$ cat src/rtl/core/kvt_pkg.sv
`default_nettype none
// ----------------------------------------------------------------------------
// kvt_pkg
// Shared types and constants for the key/value table: request and result
// payloads, operation codes, table sizing and sequencer states.
// ----------------------------------------------------------------------------
package kvt_pkg;

	localparam int CAPACITY = 16;
	localparam int IDX_W    = $clog2(CAPACITY);
	localparam int CNT_W    = $clog2(CAPACITY + 1);
	localparam int DATA_W   = 32;
	localparam int ENTRY_W  = 5;

	localparam logic [1:0] MODE_ADD    = 2'd0;
	localparam logic [1:0] MODE_SEARCH = 2'd1;
	localparam logic [1:0] MODE_REMOVE = 2'd2;

	typedef struct packed {
		logic [1:0]                mode;
		logic signed [DATA_W-1:0]  lookup_key;
		logic signed [DATA_W-1:0]  new_value;
	} kvt_req_t;

	typedef struct packed {
		logic                      hit;
		logic signed [DATA_W-1:0]  prior_value;
		logic                      status;
		logic [ENTRY_W-1:0]        entry_total;
		logic [DATA_W-1:0]         value_span;
	} kvt_rsp_t;

	typedef enum logic [1:0] {
		ST_IDLE,
		ST_SCAN,
		ST_DONE
	} kvt_state_t;

endpackage
`default_nettype wire

$ cat src/rtl/core/key_value_table.sv
`default_nettype none
// ----------------------------------------------------------------------------
// key_value_table
// Fixed-capacity unsorted key/value table with add, search and remove.
// ----------------------------------------------------------------------------
// A request is taken when start is high and busy is low. One scan walks the
// stored entries through the single read port of the key and value memories,
// one entry per cycle, comparing keys and tracking min and max of the values
// that remain after the operation; the DONE state then writes the table.
// The result appears for one cycle with done high and cannot be stalled, so
// the receiver must take it in that cycle. A new request may start in the
// cycle the result is shown. No clearing pass is needed after reset.
// ----------------------------------------------------------------------------
module key_value_table
	import kvt_pkg::*;
(
	input  wire logic     clk,
	input  wire logic     arst_n,
	input  wire logic     start,
	output logic          busy,
	input  wire kvt_req_t request,
	output logic          done,
	output kvt_rsp_t      result
);

	// table memories
	logic [DATA_W-1:0] key_mem [CAPACITY];
	logic [DATA_W-1:0] val_mem [CAPACITY];

	kvt_state_t state_q, state_d;
	logic [CNT_W-1:0] count_q;
	logic [CNT_W-1:0] addr_q;
	logic             rd_vld_q;
	logic             done_q;

	logic [IDX_W-1:0]         rd_idx_q;
	logic [DATA_W-1:0]        key_rd_q;
	logic signed [DATA_W-1:0] val_rd_q;

	logic [1:0]               mode_q;
	logic [DATA_W-1:0]        key_q;
	logic signed [DATA_W-1:0] val_q;
	logic                     hit_q;
	logic [IDX_W-1:0]         hit_idx_q;
	logic signed [DATA_W-1:0] old_q;
	logic                     have_q;
	logic signed [DATA_W-1:0] min_q;
	logic signed [DATA_W-1:0] max_q;
	logic [DATA_W-1:0]        last_key_q;
	logic [DATA_W-1:0]        last_val_q;
	kvt_rsp_t                 result_q;

	logic             accept;
	logic             issue;
	logic [IDX_W-1:0] rd_addr;
	logic             match;
	logic             keep;
	logic             is_last;

	logic                     wr_en;
	logic [IDX_W-1:0]         wr_addr;
	logic [DATA_W-1:0]        wr_key;
	logic [DATA_W-1:0]        wr_val;
	logic                     add_new;
	logic                     full;
	logic [CNT_W-1:0]         count_d;
	logic signed [DATA_W-1:0] fin_min;
	logic signed [DATA_W-1:0] fin_max;
	logic [DATA_W-1:0]        span;
	kvt_rsp_t                 rsp_d;

	assign accept  = start && (state_q == ST_IDLE);
	assign rd_addr = addr_q[IDX_W-1:0];
	assign match   = (key_rd_q == key_q);
	// the matching entry drops out of the span for add and remove
	assign keep    = !match || ((mode_q != MODE_ADD) && (mode_q != MODE_REMOVE));
	assign is_last = (CNT_W'(rd_idx_q) == (count_q - CNT_W'(1)));
	assign full    = (count_q == CNT_W'(CAPACITY));

	// next state
	always_comb begin
		state_d = state_q;
		unique case (state_q)
			ST_IDLE: begin
				if (start) state_d = ST_SCAN;
			end
			ST_SCAN: begin
				if (!issue && !rd_vld_q) state_d = ST_DONE;
			end
			ST_DONE: state_d = ST_IDLE;
			default: state_d = ST_IDLE;
		endcase
	end

	// sequencer outputs
	always_comb begin
		busy  = (state_q != ST_IDLE);
		issue = (state_q == ST_SCAN) && (addr_q < count_q);
	end

	// final update and result
	always_comb begin
		add_new = (mode_q == MODE_ADD) && (hit_q || !full);
		wr_en   = 1'b0;
		wr_addr = hit_idx_q;
		wr_key  = key_q;
		wr_val  = val_q;
		count_d = count_q;
		if (mode_q == MODE_ADD) begin
			if (hit_q) begin
				wr_en = 1'b1;
			end else if (!full) begin
				wr_en   = 1'b1;
				wr_addr = count_q[IDX_W-1:0];
				count_d = count_q + CNT_W'(1);
			end
		end else if ((mode_q == MODE_REMOVE) && hit_q) begin
			wr_en   = 1'b1;
			wr_key  = last_key_q;
			wr_val  = last_val_q;
			count_d = count_q - CNT_W'(1);
		end

		fin_min = min_q;
		fin_max = max_q;
		if (add_new) begin
			if (!have_q || (val_q < min_q)) fin_min = val_q;
			if (!have_q || (val_q > max_q)) fin_max = val_q;
		end
		span = (count_d >= CNT_W'(2)) ? DATA_W'(fin_max - fin_min) : '0;

		rsp_d.hit         = hit_q;
		rsp_d.prior_value = old_q;
		rsp_d.status      = (mode_q == MODE_ADD) && !hit_q && full;
		rsp_d.entry_total = ENTRY_W'(count_d);
		rsp_d.value_span  = span;
	end

	// control registers
	always_ff @(posedge clk or negedge arst_n) begin
		if (!arst_n) begin
			state_q  <= ST_IDLE;
			count_q  <= '0;
			addr_q   <= '0;
			rd_vld_q <= 1'b0;
			done_q   <= 1'b0;
		end else begin
			state_q  <= state_d;
			done_q   <= (state_q == ST_DONE);
			rd_vld_q <= issue;
			if (accept) begin
				addr_q <= '0;
			end else if (issue) begin
				addr_q <= addr_q + CNT_W'(1);
			end
			if (state_q == ST_DONE) count_q <= count_d;
		end
	end

	// memory port: one write, one registered read
	always_ff @(posedge clk) begin
		if (wr_en && (state_q == ST_DONE)) begin
			key_mem[wr_addr] <= wr_key;
			val_mem[wr_addr] <= wr_val;
		end
		key_rd_q <= key_mem[rd_addr];
		val_rd_q <= val_mem[rd_addr];
		rd_idx_q <= rd_addr;
	end

	// scan datapath
	always_ff @(posedge clk) begin
		if (accept) begin
			mode_q <= request.mode;
			key_q  <= request.lookup_key;
			val_q  <= request.new_value;
			hit_q  <= 1'b0;
			old_q  <= '0;
			have_q <= 1'b0;
		end else if ((state_q == ST_SCAN) && rd_vld_q) begin
			if (match) begin
				hit_q     <= 1'b1;
				hit_idx_q <= rd_idx_q;
				old_q     <= val_rd_q;
			end
			if (keep) begin
				have_q <= 1'b1;
				if (!have_q || (val_rd_q < min_q)) min_q <= val_rd_q;
				if (!have_q || (val_rd_q > max_q)) max_q <= val_rd_q;
			end
			if (is_last) begin
				last_key_q <= key_rd_q;
				last_val_q <= val_rd_q;
			end
		end
		if (state_q == ST_DONE) result_q <= rsp_d;
	end

	assign done   = done_q;
	assign result = result_q;

endmodule
`default_nettype wire

$ cat config.mk
export PLATFORM = sky130hd
export DESIGN_NAME = key_value_table
export DESIGN_NICKNAME = d
export VERILOG_FILES = /design/src/rtl/core/kvt_pkg.sv /design/src/rtl/core/key_value_table.sv
export SDC_FILE = /design/constraint.sdc
export NUM_CORES = 2
export LEC_CHECK = 0
export ABC_AREA = 1
export BUFFER_PORTS_ARGS = -buffer_cell sky130_fd_sc_hd__buf_2
export CAP_MARGIN = 20
export CELL_PAD_IN_SITES_DETAIL_PLACEMENT = 1
export CELL_PAD_IN_SITES_GLOBAL_PLACEMENT = 1
export CORE_MARGIN = 2
export CORE_UTILIZATION = 35
export CTS_CLUSTER_DIAMETER = 100
export DETAILED_ROUTE_END_ITERATION = 8
export GPL_ROUTABILITY_DRIVEN = 1
export PLACE_DENSITY = 0.56
export SLEW_MARGIN = 20
export SYNTH_ARGS = -nofsm -noshare
export SYNTH_HDL_FRONTEND = slang
export SYNTH_SLANG_ARGS = --single-unit
export TNS_END_PERCENT = 5
$ cat constraint.sdc
create_clock -name clk -period 7 [get_ports clk]
set_input_delay 0.35 -clock clk [delete_from_list [all_inputs] [get_ports clk]]
set_output_delay 0.35 -clock clk [all_outputs]
set_load 0.1 [all_outputs]
==> results.rst <==
.. list-table::
   :header-rows: 1

   * - Metric
     - Value
   * - Status
     - finished, final reports clean
   * - CP max FO
     - 39
   * - Cell leakage power
     - 23.4 nW
   * - Placed Instances
     - roughly 6,700
   * - Total Power Consumption
     - between 20 and 30 mW
   * - Count of buffering cells on the critical path with inverters included
     - 3
   * - GRT overflow
     - 0
   * - Total Wirelength
     - roughly 170,000 um
   * - Number of placement rows
     - between 100 and 150
   * - Clock tree from TritonCTS
     - built
   * - Number of global-route vias before repair
     - ~38,000
   * - Arithmetic-cell share of the synthesized area counting full adders, half adders and majority gates
     - 0.0359
   * - Classification of the worst-slack hold path
     - in -> reg
   * - Number of standard cells in the final layout excluding fillers
     - around 7,000
   * - Clock latency at the later pin of the worst-skew pair
     - 0.81 ns
   * - Number of antenna violations at the first check in global routing
     - 2
   * - Initial cell density of the core
     - 0.351
   * - Total die area
     - between 150,000 and 200,000 um^2
   * - Element type at the critical path end
     - flop
   * - Setup total negative slack
     - 0 ns
   * - Fin Clk Skew
     - between 0.04 and 0.05 ns
   * - Chip Height
     - 410 um
   * - Number of synthesized flops with an enable pin
     - 1,293
   * - Gpl congestion
     - approximately 0.83
   * - Area leader, netlist
     - sky130_fd_sc_hd__edfxtp_1
   * - Setup repair after global routing missed its margin
     - false
   * - Yosys warnings
     - 0
   * - Instance count of the mapped netlist
     - 4,488
   * - DRC marker count from the first detailed-route iteration
     - ~2,400
   * - Number of max-cap violations
     - 0
   * - Residual DRC
     - 0
   * - Sink count of the clock tree
     - 1,409
   * - Number of antenna-violating nets in the routed design
     - 0
   * - Buffers inserted by post-CTS timing repair
     - 0
   * - Count of endpoints failing hold in the final timing report
     - 0
   * - Total half-perimeter wirelength after legalization and detailed placement
     - 95,900 um
   * - Share of layout cells above drive strength 1
     - 0.101
   * - Area of the core
     - 164,000 um^2
   * - Worst-Margin Slew
     - 1.13 ns
   * - Post-synth top flop
     - sky130_fd_sc_hd__edfxtp_1
   * - Pwr/cell area
     - around 430 nW/um^2
   * - Cell mode on critical path
     - sky130_fd_sc_hd__nand2_1
   * - Final Max Tran Viols
     - 0
   * - Clock transition at path regs
     - around 0.06 ns
   * - Flops & latches, synth
     - 1,409
   * - Endpoint arrival time on the critical path
     - roughly 5.5 ns
   * - Leading cell type in the layout, fill and taps excluded
     - sky130_fd_sc_hd__edfxtp_1
   * - Number of cells on the worst hold path
     - 2
   * - Mapped cell area
     - a little under 60,000 um^2
   * - Share of the core filled with cells
     - 0.408
   * - Area fraction of the dominant cell type after synthesis
     - 0.673
   * - Instance count on the critical path
     - 25
   * - Syn Nets
     - 4,722
   * - Final cycle utilization of the critical path
     - 0.716
   * - Largest vdd supply drop
     - approximately 0.00029 V
   * - Diodes inserted
     - 0
   * - Inserted Clock Buffers
     - around 160
   * - Total global-route track usage
     - 0.199
   * - Final-stage net count
     - a little under 5,000
   * - Number of detailed-route iterations in the first pass
     - 7
   * - Average wire per standard cell
     - between 20 and 25 um
   * - Relative max-transition margin
     - 0.246
   * - Maximum number of pins on one net before global-route repair
     - between 150 and 200
   * - Slowest cell delay on critical path
     - about 0.47 ns
   * - Critical path data required time
     - between 7 and 8 ns
   * - Xor/xnor cell area share of the yosys netlist
     - 0.00820
   * - Highest-delay cell along the critical path
     - sky130_fd_sc_hd__edfxtp_1
   * - Buffer type at the clock tree root
     - sky130_fd_sc_hd__clkbuf_16
   * - Share of flip-flops with an asynchronous set or reset
     - 0.00994
   * - Width of the die
     - 410 um
   * - Synth top area cells
     - sky130_fd_sc_hd__edfxtp_1, sky130_fd_sc_hd__nor2_1, sky130_fd_sc_hd__nand2_1, sky130_fd_sc_hd__ha_1, sky130_fd_sc_hd__dfxtp_1
   * - Family with the most delay on the worst path
     - simple AND/OR/NAND/NOR gates
   * - Met3 capacity usage during global routing
     - 0.0270
   * - Commonest cells after routing, fill and taps aside
     - sky130_fd_sc_hd__edfxtp_1, sky130_fd_sc_hd__nor2_1, sky130_fd_sc_hd__nand2_1
   * - Critical path class
     - reg -> reg
   * - Count of pins on the block boundary
     - between 100 and 150
   * - Count of vias placed by the detailed router
     - around 37,000
   * - Type of origin of the critical path
     - flop
   * - Wire length of the first global-routing pass
     - 250,000 um
   * - Via-to-Cell Ratio
     - roughly 5.2
   * - Fraction of the mapped netlist area in simple logic gates
     - 0.103
   * - Seq/Total Area, Yosys
     - 0.714
   * - Fraction of met2 tracks used by global routing
     - 0.340
   * - Busiest layer in global routing
     - met2
   * - Area Growth Syn to Fin
     - 16.3%
   * - Largest family of logic cells by synthesized area
     - simple AND/OR/NAND/NOR gates
   * - Minimum setup slack among reg-to-reg paths
     - 1.99 ns
   * - Max Freq
     - approximately 200 MHz
   * - Multiplexer area fraction after synthesis
     - 0.0180
   * - Crit path time final
     - about 5 ns
   * - Buffers added on ports
     - between 100 and 150
   * - Post-synth cell types
     - between 40 and 50
   * - Reg2Reg Depth
     - 25
   * - Complex-gate fraction of the synthesized area
     - 0.0936
   * - Maximum count of clock buffers along a single path
     - 3
   * - Syn_area_per_cell
     - about 13 um^2
   * - Met1 usage
     - 0.265
   * - Final setup vio count
     - 0
   * - Clock H-tree levels
     - 4
worst paths after layout:
| path | end | startpoint |
|---|---|---|
| hold reg to reg | result[61] | old_q[23] |
| setup / recovery | result[26] | val_q[31] |
| min in group asynchronous | count_q[1] | arst_n |
| max in group asynchronous | addr_q[0] | arst_n |
| setup reg to reg | result[26] | val_q[31] |
| hold / removal | key_q[5] | request[37] |
area by class of cell:
class / instances / area (um^2)
inverters: 182 / 697
multi-input cells: 2667 / 15100
clock buffers: 208 / 4290
clock inverters: 87 / 986
flip-flops and latches: 1409 / 41200
fillers: 17000 / 97200
repair buffers: 278 / 2060
well taps: 2189 / 2740
through the flow:
| step | hold slack, ns | setup slack, ns | area, um^2 |
|---|---|---|---|
| 5_1_grt | 0.207 | 1.48 | 67100 |
| 3_5_place_dp | 0.297 | 1.94 | 61100 |
| 3_3_place_gp | 0.292 | 2.00 | 61100 |
| 2_1_floorplan | 0.0544 | 1.71 | 57700 |
| 6_report | 0.254 | 1.99 | 67100 |
| 4_1_cts | 0.183 | 1.90 | 67100 |
metal layers:
metal / up-vias / share of wire
li1: 16900 / -
met1: 18800 / 0.45
met2: 691 / 0.49
met3: 273 / 0.035
met4: 0 / 0.026
met5: - / 0
synth_stat cells, types with 2 or more instances:
cell                       instances
sky130_fd_sc_hd__clkbuf_1        195
sky130_fd_sc_hd__nor3_1           12
sky130_fd_sc_hd__dfrtp_1          14
sky130_fd_sc_hd__a211oi_1          3
sky130_fd_sc_hd__a22o_1            2
sky130_fd_sc_hd__o221ai_1        105
sky130_fd_sc_hd__dfxtp_1         102
sky130_fd_sc_hd__o21bai_1          3
sky130_fd_sc_hd__xnor2_1          40
sky130_fd_sc_hd__o21a_1            7
sky130_fd_sc_hd__a31oi_1           8
sky130_fd_sc_hd__o21ai_0         397
sky130_fd_sc_hd__nand4_1          27
sky130_fd_sc_hd__a221oi_1          2
sky130_fd_sc_hd__o32ai_1         152
sky130_fd_sc_hd__a21oi_1         125
sky130_fd_sc_hd__nor2_1          708
sky130_fd_sc_hd__nand2_1         581
sky130_fd_sc_hd__mux2i_1         104
sky130_fd_sc_hd__a21o_1            4
sky130_fd_sc_hd__nor3b_1           2
sky130_fd_sc_hd__nor4_1            4
sky130_fd_sc_hd__inv_2             7
sky130_fd_sc_hd__inv_1           174
sky130_fd_sc_hd__o21ai_1          12
sky130_fd_sc_hd__edfxtp_1       1293
sky130_fd_sc_hd__nand3_1         150
sky130_fd_sc_hd__o211ai_1         26
sky130_fd_sc_hd__buf_1            15
sky130_fd_sc_hd__nand3b_1          3
sky130_fd_sc_hd__ha_1            164
sky130_fd_sc_hd__buf_2            19
sky130_fd_sc_hd__xor2_1           14
cells by family (layout without fill, tap and decap cells):
kind of cell,Yosys count,after routing
AND/OR/NAND/NOR,1491,1491
flip-flops,1409,1409
AO/OA/AOI/OAI,853,853
buffers and inverters,412,755
adder cells (fa/ha/maj),165,165
multiplexers,104,104
XOR/XNOR,54,54
state kept, by name, summed over array words and instances (netlist names), 5 cells and up:
| name | count |
|---|---|
| max_q | 32 |
| old_q | 32 |
| key_q | 32 |
| val_q | 32 |
| result | 71 |
| min_q | 32 |
| count_q | 5 |
| addr_q | 5 |
| val_rd_q | 32 |
| key_mem | 512 |
| val_mem | 512 |
| last_key_q | 32 |
| key_rd_q | 32 |
| last_val_q | 32 |
what timing repair did:
item	in CTS	in global routing
endpoints found under the setup margin	0	0
resized for setup	0	0
hold endpoints to repair	82	0
hold buffers	69	0
report_power, final:
part | leakage [nW] | switching (mW) | internal, mW
logic | 8.20 | 6.52 | 2.57
clock network | 2.54 | 3.54 | 4.79
registers | 12.7 | 0.774 | 10.9
No activity file was read; power rests on OpenSTA's default activity.
